`config.mk`:
```
export PLATFORM = sky130hd
export DESIGN_NAME = ssoi_ctrl
export DESIGN_NICKNAME = d
export VERILOG_FILES = /design/src/rtl/ssoi_pkg.sv /design/src/rtl/ssoi_ctrl.sv
export SDC_FILE = /design/constraint.sdc
export NUM_CORES = 1
export LEC_CHECK = 0
export BUFFER_PORTS_ARGS = -buffer_cell sky130_fd_sc_hd__buf_2
export CAP_MARGIN = 20
export CORE_MARGIN = 3
export CORE_UTILIZATION = 57
export DETAILED_ROUTE_END_ITERATION = 8
export GPL_TIMING_DRIVEN = 0
export PLACE_DENSITY = 0.84
export SLEW_MARGIN = 30
export SYNTH_ARGS = -nofsm -noshare
export SYNTH_HDL_FRONTEND = slang
export SYNTH_SLANG_ARGS = --single-unit
export TNS_END_PERCENT = 10
```
`constraint.sdc`:
```
create_clock -name clk -period 4.1 [get_ports clk]
set_input_delay 1.23 -clock clk [delete_from_list [all_inputs] [get_ports clk]]
set_output_delay 1.23 -clock clk [all_outputs]
set_load 0.005 [all_outputs]
```
`src/rtl/ssoi_pkg.sv`:
```
// Shared types, constants and table functions for the skid-steer odometry integrator.
`timescale 1ns / 1ps
package ssoi_pkg;

	// Configuration register indexes (byte address is four times the index).
	localparam logic [1:0] REG_RADIUS = 2'd0;
	localparam logic [1:0] REG_ROS    = 2'd1;
	localparam logic [1:0] REG_ENABLE = 2'd2;

	localparam logic [15:0] RADIUS_RESET = 16'd6554;
	localparam logic [15:0] ROS_RESET    = 16'd13945;

	// Angle of a quarter turn in binary angle units.
	localparam logic [15:0] QUARTER = 16'd16384;

	// Polynomial coefficients for the sine table, Q30.
	localparam longint Q30   = 64'sd1073741824;
	localparam longint COEF1 = 64'sd1686629713;
	localparam longint COEF3 = -64'sd693598668;
	localparam longint COEF5 = 64'sd85569306;
	localparam longint COEF7 = -64'sd5026995;
	localparam longint COEF9 = 64'sd172272;

	// 32768/pi in Q16.
	localparam logic [30:0] RAD_TO_BAM_K = 31'd683565276;

	// Odd factor shared by the 32768e6 and 1e6 divisors after their power-of-two parts.
	localparam logic [14:0] DIV_D = 15'd15625;
	localparam int unsigned DIV_W = 48;

	// Rounding offsets loaded into the accumulator before a product is added.
	localparam logic signed [63:0] BIAS_VX  = 64'sd512;
	localparam logic signed [63:0] BIAS_WZ  = 64'sd4096;
	localparam logic signed [63:0] BIAS_XY  = 64'sd16384000000;
	localparam logic signed [63:0] BIAS_RAD = 64'sd500000;
	localparam logic signed [63:0] BIAS_BAM = 64'sd34359738368;

	typedef enum logic [2:0] {
		A_SUM, A_DIFF, A_VX, A_WZ, A_PT_LO, A_PT_HI, A_RAD_LO, A_RAD_HI
	} a_sel_t;

	typedef enum logic [2:0] {
		B_RADIUS, B_ROS, B_COS, B_SIN, B_DT, B_BAM_K
	} b_sel_t;

	typedef enum logic [2:0] {
		BASE_ACC, BASE_VX, BASE_WZ, BASE_XY, BASE_RAD, BASE_BAM
	} base_sel_t;

	typedef enum logic [1:0] {
		SH_0, SH_8, SH_24
	} shift_sel_t;

	typedef enum logic {
		DIV_XY, DIV_RAD
	} div_sel_t;

	typedef struct packed {
		logic       load;
		logic       acc_we;
		a_sel_t     a_sel;
		b_sel_t     b_sel;
		base_sel_t  base;
		shift_sel_t shift;
		logic       rom_cos;
		logic       vx_we;
		logic       wz_we;
		logic       cos_we;
		logic       sin_we;
		logic       pt_we;
		logic       div_start;
		div_sel_t   div_sel;
		logic       x_we;
		logic       y_we;
		logic       rad_we;
		logic       head_we;
		logic       out_we;
		logic       upd;
	} cmd_t;

	typedef struct packed {
		logic dt_nonzero;
		logic div_busy;
	} status_t;

	function automatic longint rnd30(input longint v);
		return (v + 64'sd536870912) >>> 30;
	endfunction

	// One sine table entry for the Q30 fraction z of a quarter turn.
	function automatic logic [14:0] sine_entry(input longint z);
		longint z2;
		longint p;
		longint v;
		z2 = rnd30(z * z);
		p = COEF9;
		p = COEF7 + rnd30(p * z2);
		p = COEF5 + rnd30(p * z2);
		p = COEF3 + rnd30(p * z2);
		p = COEF1 + rnd30(p * z2);
		p = rnd30(p * z);
		v = rnd30(p * 64'sd32767);
		if (v < 0)
			v = 0;
		else if (v > 64'sd32767)
			v = 64'sd32767;
		return v[14:0];
	endfunction

endpackage

```
`src/rtl/ssoi_ctrl.sv`:
```
// Controller: sequences one item through the datapath and runs the handshakes.
`timescale 1ns / 1ps
module ssoi_ctrl (
	input  logic              clk,
	input  logic              arst_n,
	input  logic              s_tvalid,
	output logic              s_tready,
	input  logic              item_present,
	output logic              m_tvalid,
	input  logic              m_tready,
	input  logic              integrate_enable,
	input  ssoi_pkg::status_t status,
	output ssoi_pkg::cmd_t    cmd
);
	import ssoi_pkg::*;

	typedef enum logic [20:0] {
		ST_IDLE  = 21'h000001,
		ST_VX    = 21'h000002,
		ST_WZ    = 21'h000004,
		ST_WB    = 21'h000008,
		ST_PTC   = 21'h000010,
		ST_XLO   = 21'h000020,
		ST_XHI   = 21'h000040,
		ST_XDIV  = 21'h000080,
		ST_XWAIT = 21'h000100,
		ST_PTS   = 21'h000200,
		ST_YLO   = 21'h000400,
		ST_YHI   = 21'h000800,
		ST_YDIV  = 21'h001000,
		ST_YWAIT = 21'h002000,
		ST_WT    = 21'h004000,
		ST_HDIV  = 21'h008000,
		ST_HWAIT = 21'h010000,
		ST_KLO   = 21'h020000,
		ST_KHI   = 21'h040000,
		ST_HWB   = 21'h080000,
		ST_OUT   = 21'h100000
	} state_t;

	state_t state_q, state_n;
	logic   upd_q, upd_n;
	logic   m_tvalid_q;
	logic   accept;

	assign s_tready = (state_q == ST_IDLE);
	assign accept   = s_tvalid && s_tready;
	assign m_tvalid = m_tvalid_q;

	always_comb begin
		cmd     = '0;
		state_n = state_q;
		upd_n   = upd_q;
		cmd.upd = upd_q;
		case (state_q)
			ST_IDLE: begin
				cmd.load = accept;
				if (accept && item_present)
					state_n = ST_VX;
			end
			ST_VX: begin
				cmd.acc_we  = 1'b1;
				cmd.a_sel   = A_SUM;
				cmd.b_sel   = B_RADIUS;
				cmd.base    = BASE_VX;
				cmd.rom_cos = 1'b1;
				state_n     = ST_WZ;
			end
			ST_WZ: begin
				cmd.vx_we  = 1'b1;
				cmd.cos_we = 1'b1;
				cmd.acc_we = 1'b1;
				cmd.a_sel  = A_DIFF;
				cmd.b_sel  = B_ROS;
				cmd.base   = BASE_WZ;
				state_n    = ST_WB;
			end
			ST_WB: begin
				cmd.wz_we  = 1'b1;
				cmd.sin_we = 1'b1;
				upd_n      = integrate_enable && status.dt_nonzero;
				state_n    = (integrate_enable && status.dt_nonzero) ? ST_PTC : ST_OUT;
			end
			ST_PTC: begin
				cmd.pt_we = 1'b1;
				cmd.a_sel = A_VX;
				cmd.b_sel = B_COS;
				state_n   = ST_XLO;
			end
			ST_XLO: begin
				cmd.acc_we = 1'b1;
				cmd.a_sel  = A_PT_LO;
				cmd.b_sel  = B_DT;
				cmd.base   = BASE_XY;
				state_n    = ST_XHI;
			end
			ST_XHI: begin
				cmd.acc_we = 1'b1;
				cmd.a_sel  = A_PT_HI;
				cmd.b_sel  = B_DT;
				cmd.base   = BASE_ACC;
				cmd.shift  = SH_24;
				state_n    = ST_XDIV;
			end
			ST_XDIV: begin
				cmd.div_start = 1'b1;
				cmd.div_sel   = DIV_XY;
				state_n       = ST_XWAIT;
			end
			ST_XWAIT: begin
				if (!status.div_busy) begin
					cmd.x_we = 1'b1;
					state_n  = ST_PTS;
				end
			end
			ST_PTS: begin
				cmd.pt_we = 1'b1;
				cmd.a_sel = A_VX;
				cmd.b_sel = B_SIN;
				state_n   = ST_YLO;
			end
			ST_YLO: begin
				cmd.acc_we = 1'b1;
				cmd.a_sel  = A_PT_LO;
				cmd.b_sel  = B_DT;
				cmd.base   = BASE_XY;
				state_n    = ST_YHI;
			end
			ST_YHI: begin
				cmd.acc_we = 1'b1;
				cmd.a_sel  = A_PT_HI;
				cmd.b_sel  = B_DT;
				cmd.base   = BASE_ACC;
				cmd.shift  = SH_24;
				state_n    = ST_YDIV;
			end
			ST_YDIV: begin
				cmd.div_start = 1'b1;
				cmd.div_sel   = DIV_XY;
				state_n       = ST_YWAIT;
			end
			ST_YWAIT: begin
				if (!status.div_busy) begin
					cmd.y_we = 1'b1;
					state_n  = ST_WT;
				end
			end
			ST_WT: begin
				cmd.acc_we = 1'b1;
				cmd.a_sel  = A_WZ;
				cmd.b_sel  = B_DT;
				cmd.base   = BASE_RAD;
				cmd.shift  = SH_8;
				state_n    = ST_HDIV;
			end
			ST_HDIV: begin
				cmd.div_start = 1'b1;
				cmd.div_sel   = DIV_RAD;
				state_n       = ST_HWAIT;
			end
			ST_HWAIT: begin
				if (!status.div_busy) begin
					cmd.rad_we = 1'b1;
					state_n    = ST_KLO;
				end
			end
			ST_KLO: begin
				cmd.acc_we = 1'b1;
				cmd.a_sel  = A_RAD_LO;
				cmd.b_sel  = B_BAM_K;
				cmd.base   = BASE_BAM;
				state_n    = ST_KHI;
			end
			ST_KHI: begin
				cmd.acc_we = 1'b1;
				cmd.a_sel  = A_RAD_HI;
				cmd.b_sel  = B_BAM_K;
				cmd.base   = BASE_ACC;
				cmd.shift  = SH_24;
				state_n    = ST_HWB;
			end
			ST_HWB: begin
				cmd.head_we = 1'b1;
				state_n     = ST_OUT;
			end
			ST_OUT: begin
				if (!m_tvalid_q || m_tready) begin
					cmd.out_we = 1'b1;
					state_n    = ST_IDLE;
				end
			end
			default: state_n = ST_IDLE;
		endcase
	end

	always_ff @(posedge clk or negedge arst_n) begin
		if (!arst_n) begin
			state_q    <= ST_IDLE;
			upd_q      <= 1'b0;
			m_tvalid_q <= 1'b0;
		end else begin
			state_q <= state_n;
			upd_q   <= upd_n;
			if (cmd.out_we)
				m_tvalid_q <= 1'b1;
			else if (m_tready)
				m_tvalid_q <= 1'b0;
		end
	end

endmodule
```
After elaboration in Yosys (flattened, before gate mapping) --
Index checks and enable logic that the tools add are counted.
Storage, ports and cells: bits in registers 23, logic and storage cells 68, output and inout bits 29, input port bits 8
Cells by class: muxes and demuxes 26, eq/ne operators 26, reductions and logical operators 13
Operator list (number):
- 21-bit one-hot mux with 21 select lines | 1
- 21-bit 2-to-1 mux | 6
- 6-bit one-hot mux with 8 select lines | 1
- 21-bit by 1-bit equality test with 1-bit output, second input constant | 1
- 21-bit by 10-bit equality test with 1-bit output, second input constant | 1
- 21-bit by 11-bit equality test with 1-bit output, second input constant | 1
- 21-bit by 12-bit equality test with 1-bit output, second input constant | 1
- 21-bit by 13-bit equality test with 1-bit output, second input constant | 1
- 21-bit by 14-bit equality test with 1-bit output, second input constant | 1
- 21-bit by 15-bit equality test with 1-bit output, second input constant | 1
- 21-bit by 16-bit equality test with 1-bit output, second input constant | 1
- 21-bit by 17-bit equality test with 1-bit output, second input constant | 1
- 21-bit by 18-bit equality test with 1-bit output, second input constant | 1
- 21-bit by 19-bit equality test with 1-bit output, second input constant | 1
- 21-bit by 2-bit equality test with 1-bit output, second input constant | 1
- 21-bit by 20-bit equality test with 1-bit output, second input constant | 1
- 21-bit equality test, second input constant | 1
- 21-bit by 3-bit equality test with 1-bit output, second input constant | 1
- 21-bit by 4-bit equality test with 1-bit output, second input constant | 1
- 21-bit by 5-bit equality test with 1-bit output, second input constant | 1
- 21-bit by 6-bit equality test with 1-bit output, second input constant | 1
- 21-bit by 7-bit equality test with 1-bit output, second input constant | 1
- 21-bit by 8-bit equality test with 1-bit output, second input constant | 1
- 21-bit by 9-bit equality test with 1-bit output, second input constant | 1
- other kinds (13) | 36

Depth between registers and ports, before layout --
Gate-level depths: netlist (run 1).
depth in word-level cells 5, mapped depth 8, depth with buffers taken out 6

Worst setup path before layout (run 1) --
OpenSTA, ideal clock, no wires.
kind flip-flop to output port, start point reg state_q[8], end point out cmd[25] in the netlist's numbering, stages on the path, launching flop included 8, slack 907 ps, buffers on the path 1, arrival 1963 ps, data required time 2870 ps, path through dfrtp_1 -> or4_1 -> buf_6 -> nor4b_4 -> nand2_2 -> o311ai_4 -> nor4_2 -> nand3_1
RTL lines:
- from (decl) | line ssoi_ctrl.sv:41 | state_t state_q, state_n;
- from (signal assigned) | line ssoi_ctrl.sv:202 | state_q <= state_n;
- to (decl) | line ssoi_ctrl.sv:13 | output ssoi_pkg::cmd_t cmd

==> impl_metrics.json, run 1 <==
{
  "fp-row-count": 18,
  "antennaDiodeCount": 0,
  "crit_cells": 9,
  "die_w_um": 57.5,
  "period_share_pct": 95.5,
  "wl_per_cell_um": 17.2,
  "vias_per_cell": 6.29,
  "yosys.area_share.simple_pct": 46.2,
  "clk_latency_ns": 0.33,
  "cts-resized-gates": 0,
  "dieArea_um2": 3310,
  "relSlewSlack_pct": 64.9,
  "ys_ff_latch": 23,
  "drc": 0,
  "vdd_ir_drop_max_uv": 378,
  "power_frac_clock_pct": 16.6,
  "p_sw_mw": 0.270,
  "drive_gt1_share_pct": 34.5,
  "die_h_um": 57.5,
  "fin_crit_ns": 3.92,
  "yosysWarnings": 0,
  "grt_pass1_wl_um": 6560,
  "nets": 209,
  "regArea_um2": 577,
  "finClkSkew_ns": 0.00734,
  "synth_fa_ha_area_share_pct": 0,
  "multi_input_area_um2": 850,
  "hpwl_um": 3010,
  "synth_top_family_by_area": "simple AND/OR/NAND/NOR gates",
  "p_per_area_nw_per_um2": 383,
  "io_buffers": 36,
  "crit_top_cell": "buf_2",
  "initial_core_util_pct": 60.5,
  "synth-xor-area-share_pct": 1.74,
  "synthTopCellsByArea": "dfrtp_1 (36%), nor4_1 (4.5%), nand3b_1 (3.5%)",
  "clk_pin_slew_ns": 0.13,
  "nFillCells": 201,
  "crit_required_ns": 2.87,
  "maxSlewViolCount": 0,
  "synthDistinctLibCells": 48,
  "max_stage_delay_ns": 0.45,
  "area_growth_pct": 16.5,
  "synth_top_cell_by_area": "dfrtp_1",
  "cp_max_fo": 9,
  "cts_tree": "built",
  "avgSynthCellArea_um2": 9.45,
  "synth-compound-area-share_pct": 7.78,
  "grt_max_degree": 24,
  "maxCapViolCount": 0,
  "finalPower_mw": 0.675,
  "post-place-cells": 226,
  "worstMarginPinSlew_ns": 0.527,
  "antenna_found_initial": 0,
  "worstReg2RegEnd": "state_q[8]$_DFFE_PN0P_",
  "crit_buf_inv": 3,
  "switching_share_pct": 40.0,
  "holdBufCountCts": 0,
  "status": "finished clean",
  "grt_pass1_vias": 1392,
  "clk_path_buf_depth": 2,
  "internal_power_mw": 0.405,
  "worstSetupStartpoint": "state_q[17]$_DFFE_PN0P_",
  "crit_chain": "buf_2, nor3_1, nand3_2, nor3_1, and4b_1, buf_2, nor2_1, nand2_1, buf_2",
  "netlist_instances": 160,
  "core_um2": 2500,
  "post_cts_buffers": 0,
  "r2r_cells": 6,
  "syn-cell-area_um2": 1510,
  "hold_class": "flop to flop",
  "cts_made_buffers": 3,
  "root_buffer": "clkbuf_4",
  "htree_levels": 1,
  "globalRouteOverflowTotal": 0,
  "hold_viol_final": 0,
  "yosys.area.top_type_share_pct": 36.4,
  "vias": 1446,
  "slowest_stage": "nor3_1",
  "wl_um": 3950,
  "grt_usage_pct": 25.4,
  "yosysSeqAreaShare_pct": 38.1,
  "setup.worst_path.end": "cmd[19]",
  "synth_fp_nets": 168,
  "seqPwrFrac_pct": 41.3,
  "setup_viol": 0,
  "setup.worst_path.start_class": "flop",
  "finalNonFillerCells": 230,
  "rr_startpoint": "state_q[17]$_DFFE_PN0P_",
  "first_pass_iters": 4,
  "drt-initial-drc-count": 100,
  "power_frac_comb_pct": 42.1,
  "crit_arrival_ns": 2.69,
  "cts_num_sinks": 23,
  "critPathTopFamily": "simple AND/OR/NAND/NOR gates",
  "critPathCaptureType": "output port",
  "io_pins": 37,
  "reg2reg_slack_ns": 1.69,
  "tns_ns": 0,
  "synth_mux_area_share_pct": 0,
  "crit_type": "flop to output port",
  "ant_nets": 0,
  "p_leak_nw": 1.03,
  "timing.fmax_ghz": 0.255,
  "rsz0062_at_grt": "false",
  "place_congestion": 0.978
}
==> sequential cells by signal (all words and copies together) (netlist names) <==
register / count
state_q: 21
m_tvalid: 1
upd_q: 1
==> Yosys cell counts (all sizes together) <==
library cell   n
and4b          4
and3           1
or2            4
clkbuf         1
nand2b         3
a31o           1
nand4          4
nor2          14
nand4b         2
dfrtp         22
nor3          11
buf            6
or4b           2
o21ai          5
nor4b          3
or3            3
nor3b          1
nand3b         7
o311ai         1
and2           2
o41ai          1
nand2         10
a221o          1
inv           12
xnor2          1
xor2           2
or4            5
dfstp          1
nor2b          3
a21o           4
nand3          7
a211o          1
nor4          15
==> cell families (layout without fill, tap and decap cells) <==
family                 count (synthesis)  in the layout
XOR/XNOR                               3              3
AO/OA/AOI/OAI                         14             14
AND/OR/NAND/NOR                      101            101
buffers and inverters                 19             59
flip-flops                            23             23
==> layer usage <==
metal / wire, um / part of all wire [%] / global-route usage, % / up-vias
met4: 65 / 1.6 / 11.3 / 0
met5: 0 / 0 / 0 / -
met3: 369 / 9.3 / 2.71 / 7
li1: - / - / - / 675
met2: 1940 / 49 / 40.5 / 84
met1: 1580 / 40 / 34.9 / 680
==> layout make-up <==
type,count,share of cell area (%)
multi-input cells,118,48.2
flip-flops and latches,23,32.7
repair buffers,36,10.2
plain buffers,7,2.70
inverters,12,2.56
well taps,30,2.13
clock buffers,4,1.49
==> through the flow <==
step / utilization, % / instance area, um2 / setup WS (ns) / hold WS [ns]
5_1_grt: 70.5 / 1760 / 0.0131 / 0.513
6_report: 70.5 / 1760 / 0.183 / 0.495
2_1_floorplan: - / 1510 / 0.907 / 0.451
3_5_place_dp: 69.2 / 1730 / 0.631 / 0.466
3_3_place_gp: 69.2 / 1730 / 0.684 / 0.466
4_1_cts: 70.3 / 1760 / 0.230 / 0.497
==> worst min-delay path by stage <==
stage,start,to,depth (start not counted)
final,upd_q$_DFFE_PN0P_,upd_q$_DFFE_PN0P_,1
after global routing,upd_q$_DFFE_PN0P_,upd_q$_DFFE_PN0P_,1
after CTS,upd_q$_DFFE_PN0P_,upd_q$_DFFE_PN0P_,1
after detailed placement,upd_q$_DFFE_PN0P_,upd_q$_DFFE_PN0P_,1
after global placement,upd_q$_DFFE_PN0P_,upd_q$_DFFE_PN0P_,1
after floorplan,upd_q$_DFFE_PN0P_,upd_q$_DFFE_PN0P_,1
==> placed cells by master, fill, tap and decap left out, types with 5 or more instances in the layout <==
master,instances
nor2_1,14
buf_2,38
dfrtp_1,22
nand3_1,5
o21ai_0,5
nand3b_1,7
nand2_1,9
nor4_1,10
inv_1,11
nor3_1,8
==> power groups by stage <==
stage	Combinational [mW]	Clock [mW]	Sequential (mW)
final	0.284	0.112	0.279
after global routing	0.313	0.120	0.282
after CTS	0.279	0.112	0.275
after detailed placement	0.276	0	0.281
after global placement	0.266	0	0.278
after floorplan	0.191	0	0.275
No activity file was read; power rests on OpenSTA's default activity.
==> inputs of run 2 (changes only) <==
--- a/config.mk
+++ b/config.mk
@@ -11,6 +11,7 @@
 export CORE_UTILIZATION = 57
 export DETAILED_ROUTE_END_ITERATION = 8
 export GPL_TIMING_DRIVEN = 0
+export MAX_ROUTING_LAYER = met4
 export PLACE_DENSITY = 0.84
 export SLEW_MARGIN = 30
 export SYNTH_ARGS = -nofsm -noshare
==> run 2 against run 1 <==
Compared with the run above: final cell count is the same; critical endpoint is now cmd[23]; critical path depth shrank 2; utilization grew 0.25 points.
==> impl_metrics.json, run 2 (same netlist as run 1, synthesis figures left out) <==
{
  "fin_util_pct": 70.8,
  "dieArea_um2": 3310,
  "crit_arrival_ns": 2.61,
  "fin_crit_ns": 3.84,
  "timing.fmax_ghz": 0.260,
  "post_cts_buffers": 0,
  "core_um2": 2500,
  "maxCapViolCount": 0,
  "grt_usage_pct": 25.0,
  "hold_viol_final": 0,
  "final_area_um2": 1770,
  "hold_class": "flop to flop",
  "finalWorstSetupSlack_ns": 0.259,
  "critPathCaptureType": "output port",
  "cts_num_sinks": 23,
  "grt_max_degree": 24,
  "critPathTopFamily": "simple AND/OR/NAND/NOR gates",
  "relSlewSlack_pct": 63.9,
  "nFillCells": 195,
  "pre_cts_slack_ns": 0.572,
  "most-common-layout-cells": "buf_2 (38), dfrtp_1 (22), nor2_1 (14), inv_1 (11), nor4_1 (10)",
  "top_register": "state_q",
  "crit_cells": 7,
  "vias_per_cell": 6.17,
  "drt-initial-drc-count": 75,
  "crit_required_ns": 2.87,
  "drc": 0,
  "crit_buf_inv": 2,
  "antennaDiodeCount": 0,
  "hold_ws_ns": 0.499,
  "cts_made_buffers": 3,
  "place_congestion": 1.03,
  "finalPower_mw": 0.668,
  "clk_path_buf_depth": 2,
  "ant_nets": 0,
  "worstMarginPinSlew_ns": 0.541,
  "status": "finished clean",
  "tns_ns": 0,
  "maxSlewViolCount": 0,
  "regArea_um2": 577,
  "multi_input_area_um2": 855,
  "grt_pass1_vias": 1349,
  "nets": 209,
  "p_leak_nw": 1.03,
  "max_stage_delay_ns": 0.51,
  "fp-row-count": 18,
  "holdBufCountCts": 0,
  "p_per_area_nw_per_um2": 378,
  "period_share_pct": 93.7,
  "io_pins": 37,
  "die_w_um": 57.5,
  "r2r_cells": 7,
  "finalNonFillerCells": 230,
  "largest_register_ffs": 21,
  "antenna_found_initial": 0,
  "setup_viol": 0,
  "drive_gt1_share_pct": 35.5,
  "io_buffers": 36,
  "clk_latency_ns": 0.32,
  "reg2reg_slack_ns": 1.77,
  "vias": 1419,
  "cp_max_fo": 9,
  "grt_pass1_wl_um": 6250,
  "rsz0062_at_grt": "false",
  "clk_pin_slew_ns": 0.14,
  "finClkSkew_ns": 0.00602,
  "cts_tree": "built",
  "first_pass_iters": 5,
  "root_buffer": "clkbuf_4",
  "wl_per_cell_um": 16.8,
  "wl_um": 3870,
  "slowest_stage": "nor3_1",
  "globalRouteOverflowTotal": 0,
  "setup.worst_path.start_class": "flop",
  "crit_type": "flop to output port",
  "initial_core_util_pct": 60.5,
  "die_h_um": 57.5,
  "htree_levels": 1,
  "crit_chain": "clkbuf_1, nor4_2, nand3_2, nor3_1, or2_1, nand3b_1, buf_2",
  "dpl_cell_area_um2": 1730,
  "vdd_ir_drop_max_uv": 319,
  "post-place-cells": 226,
  "hpwl_um": 3020,
  "area_growth_pct": 17.0,
  "holdPathStages": 1,
  "final_common_cell": "buf_2"
}
## run 2: cell type report
class	count	area share [%]
Clock inverter	1	0.283
Inverter	12	2.55
Timing Repair Buffer	36	10.2
Clock buffer	3	1.27
Buffer	7	2.69
Sequential cell	23	32.6
Tap cell	30	2.12
Multi-Input combinational cell	118	48.3
## run 2: worst paths after layout
kind | startpoint | endpoint
max | state_q[15]$_DFFE_PN0P_ | cmd[23]
max reg2reg | state_q[15]$_DFFE_PN0P_ | state_q[0]$_DFFE_PN1P_
min | upd_q$_DFFE_PN0P_ | upd_q$_DFFE_PN0P_
max in group asynchronous | arst_n | state_q[0]$_DFFE_PN1P_
min reg2reg | upd_q$_DFFE_PN0P_ | upd_q$_DFFE_PN0P_
min in group asynchronous | arst_n | state_q[19]$_DFFE_PN0P_
## run 2: power breakdown
part,internal (mW),switching [mW],total [mW]
clock network,0.0365,0.0736,0.110
logic,0.116,0.162,0.278
registers,0.251,0.0295,0.280
total,0.403,0.265,0.668
## run 2: worst register-to-register path, cell delays in order (launching register included)
cell	delay, ns
dfrtp_1	0.40
clkbuf_1	0.21
nor4_2	0.43
nand3_2	0.26
nor3_1	0.51
or2_1	0.20
nand3b_1	0.15
o41ai_1	0.11
## run 2: per-layer routing
| metal | vias to the layer above | share of wire, % | global-route usage [%] |
|---|---|---|---|
| met5 | - | 0 | - |
| met4 | 0 | 1.3 | 5.96 |
| met3 | 8 | 7.2 | 2.26 |
| met2 | 65 | 49 | 42.1 |
| met1 | 677 | 42 | 32.6 |
| li1 | 669 | - | - |
## run 2: what timing repair did
item,in CTS,in global routing
endpoints found under the hold margin,0,0
setup endpoints to repair,0,2
resized for setup,0,2
==> inputs of run 3 (changes only) <==
--- a/config.mk
+++ b/config.mk
@@ -5,14 +5,14 @@
 export SDC_FILE = /design/constraint.sdc
 export NUM_CORES = 1
 export LEC_CHECK = 0
-export BUFFER_PORTS_ARGS = -buffer_cell sky130_fd_sc_hd__buf_2
 export CAP_MARGIN = 20
 export CORE_MARGIN = 3
-export CORE_UTILIZATION = 57
+export CORE_UTILIZATION = 60
 export DETAILED_ROUTE_END_ITERATION = 8
+export DONT_BUFFER_PORTS = 1
 export GPL_TIMING_DRIVEN = 0
 export MAX_ROUTING_LAYER = met4
-export PLACE_DENSITY = 0.84
+export PLACE_DENSITY = 0.76
 export SLEW_MARGIN = 30
 export SYNTH_ARGS = -nofsm -noshare
 export SYNTH_HDL_FRONTEND = slang
==> run 3 against run 2 <==
Compared with the run above: design area decreased by 11%; fmax increased by 2.3%; die area is 4.5% lower; largest cell class unchanged; total power decreased by 6.6%; sequential cell count unchanged; largest power group unchanged; first-iteration DRC count down 49%; critical path depth unchanged; clock power barely moved.
==> impl_metrics.json, run 3 (same netlist as run 1, synthesis figures left out) <==
{
  "fp-row-count": 17,
  "cts_tree": "built",
  "hold_class": "flop to flop",
  "wl_um": 3560,
  "initial_core_util_pct": 65.8,
  "hold_viol_final": 0,
  "rsz0062_at_grt": "false",
  "critPathCaptureType": "output port",
  "cp_max_fo": 7,
  "crit_arrival_ns": 2.52,
  "finalNonFillerCells": 192,
  "most-common-layout-cells": "dfrtp_1 (22), nor2_1 (14), nor4_1 (11), inv_1 (11), nand2_1 (9)",
  "io_buffers": 0,
  "period_share_pct": 91.5,
  "grt_pass1_vias": 1262,
  "tns_ns": 0,
  "worstMarginPinSlew_ns": 0.652,
  "core_um2": 2300,
  "dieArea_um2": 3160,
  "fin_crit_ns": 3.75,
  "finClkSkew_ns": 0.0120,
  "vias": 1249,
  "nets": 173,
  "drc": 0,
  "die_w_um": 56.2,
  "vias_per_cell": 6.51,
  "pre_cts_slack_ns": 0.726,
  "holdBufCountCts": 0,
  "grt_usage_pct": 24.4,
  "timing.fmax_ghz": 0.266,
  "status": "finished clean",
  "maxSlewViolCount": 0,
  "area_growth_pct": 4.05,
  "grt_pass1_wl_um": 5950,
  "clk_latency_ns": 0.32,
  "antennaDiodeCount": 0,
  "vdd_ir_drop_max_uv": 343,
  "largest_register_ffs": 21,
  "drive_gt1_share_pct": 19.5,
  "maxCapViolCount": 0,
  "htree_levels": 1,
  "io_pins": 37,
  "grt_max_degree": 24,
  "relSlewSlack_pct": 56.1,
  "globalRouteOverflowTotal": 0,
  "top_register": "state_q",
  "clk_path_buf_depth": 2,
  "drt-initial-drc-count": 38,
  "crit_required_ns": 2.87,
  "nFillCells": 190,
  "crit_type": "flop to output port",
  "finalWorstSetupSlack_ns": 0.347,
  "hpwl_um": 2780,
  "cts_num_sinks": 23,
  "antenna_found_initial": 0,
  "cts_made_buffers": 3,
  "wl_per_cell_um": 18.5,
  "setup_viol": 0,
  "first_pass_iters": 4,
  "root_buffer": "clkbuf_4",
  "final_common_cell": "dfrtp_1",
  "p_per_area_nw_per_um2": 397,
  "post_cts_buffers": 0,
  "die_h_um": 56.2,
  "cts-resized-gates": 0,
  "p_leak_nw": 0.844,
  "setup.worst_path.start_class": "flop",
  "final_area_um2": 1570,
  "post-place-cells": 188,
  "hold_ws_ns": 0.512,
  "clk_pin_slew_ns": 0.14,
  "dpl_cell_area_um2": 1550,
  "place_congestion": 0.932,
  "ant_nets": 0
}
-- run 3: changes by cell type in the layout (fill, tap and decap cells not counted), sizes merged --
| cell | change |
|---|---|
| buf | -36 |
| clkbuf | +1 |
| clkinv | -1 |
-- run 3: worst max-delay path, cell delays in order, from the launching register on --
cell      delay, ns
dfrtp_1        0.46
or4_1          0.55
buf_6          0.16
nor4b_4        0.32
nand2_2        0.13
o311ai_4       0.37
nor4_2         0.09
nand3_1        0.11
-- run 3: routing by layer --
| metal | vias up | global-route usage [%] | share of wire (%) |
|---|---|---|---|
| li1 | 600 | - | - |
| met1 | 606 | 31.3 | 44 |
| met2 | 37 | 39.9 | 49 |
| met3 | 6 | 4.18 | 5.2 |
| met4 | 0 | 6.44 | 1.5 |
| met5 | - | - | 0 |
-- run 3: through the flow --
| step | total power [mW] | util [%] |
|---|---|---|
| final | 0.624 | 68.5 |
| after global routing | 0.666 | 68.5 |
| after global placement | 0.508 | 67.4 |
| after detailed placement | 0.515 | 67.4 |
| after CTS | 0.622 | 68.5 |
| after floorplan | 0.466 | - |
-- run 3: power breakdown --
group	internal (mW)	switching [mW]	leakage, nW	total (mW)
registers	0.251	0.0266	0.315	0.277
clock network	0.0380	0.0734	0.0150	0.111
logic	0.0904	0.145	0.514	0.236
total	0.379	0.245	0.844	0.624
-- run 3: worst paths after layout --
path / from / endpoint / slack, ns / depth (start not counted)
setup / recovery: state_q[8]$_DFFE_PN0P_ / cmd[25] / 0.35 / 7
max in group asynchronous: arst_n / state_q[0]$_DFFE_PN1P_ / 3.34 / 0
min in group asynchronous: arst_n / state_q[13]$_DFFE_PN0P_ / 0.58 / 0
hold reg to reg: upd_q$_DFFE_PN0P_ / upd_q$_DFFE_PN0P_ / 0.51 / 1
hold / removal: upd_q$_DFFE_PN0P_ / upd_q$_DFFE_PN0P_ / 0.51 / 1
setup reg to reg: state_q[17]$_DFFE_PN0P_ / state_q[8]$_DFFE_PN0P_ / 1.67 / 6
-- run 3: cell type report --
type / count / area (um2) / area share, %
multi-input cells: 118 / 843 / 53.6
inverters: 12 / 45.0 / 2.86
clock buffers: 4 / 26.3 / 1.67
well taps: 28 / 35.0 / 2.23
plain buffers: 7 / 47.5 / 3.02
flip-flops and latches: 23 / 577 / 36.6
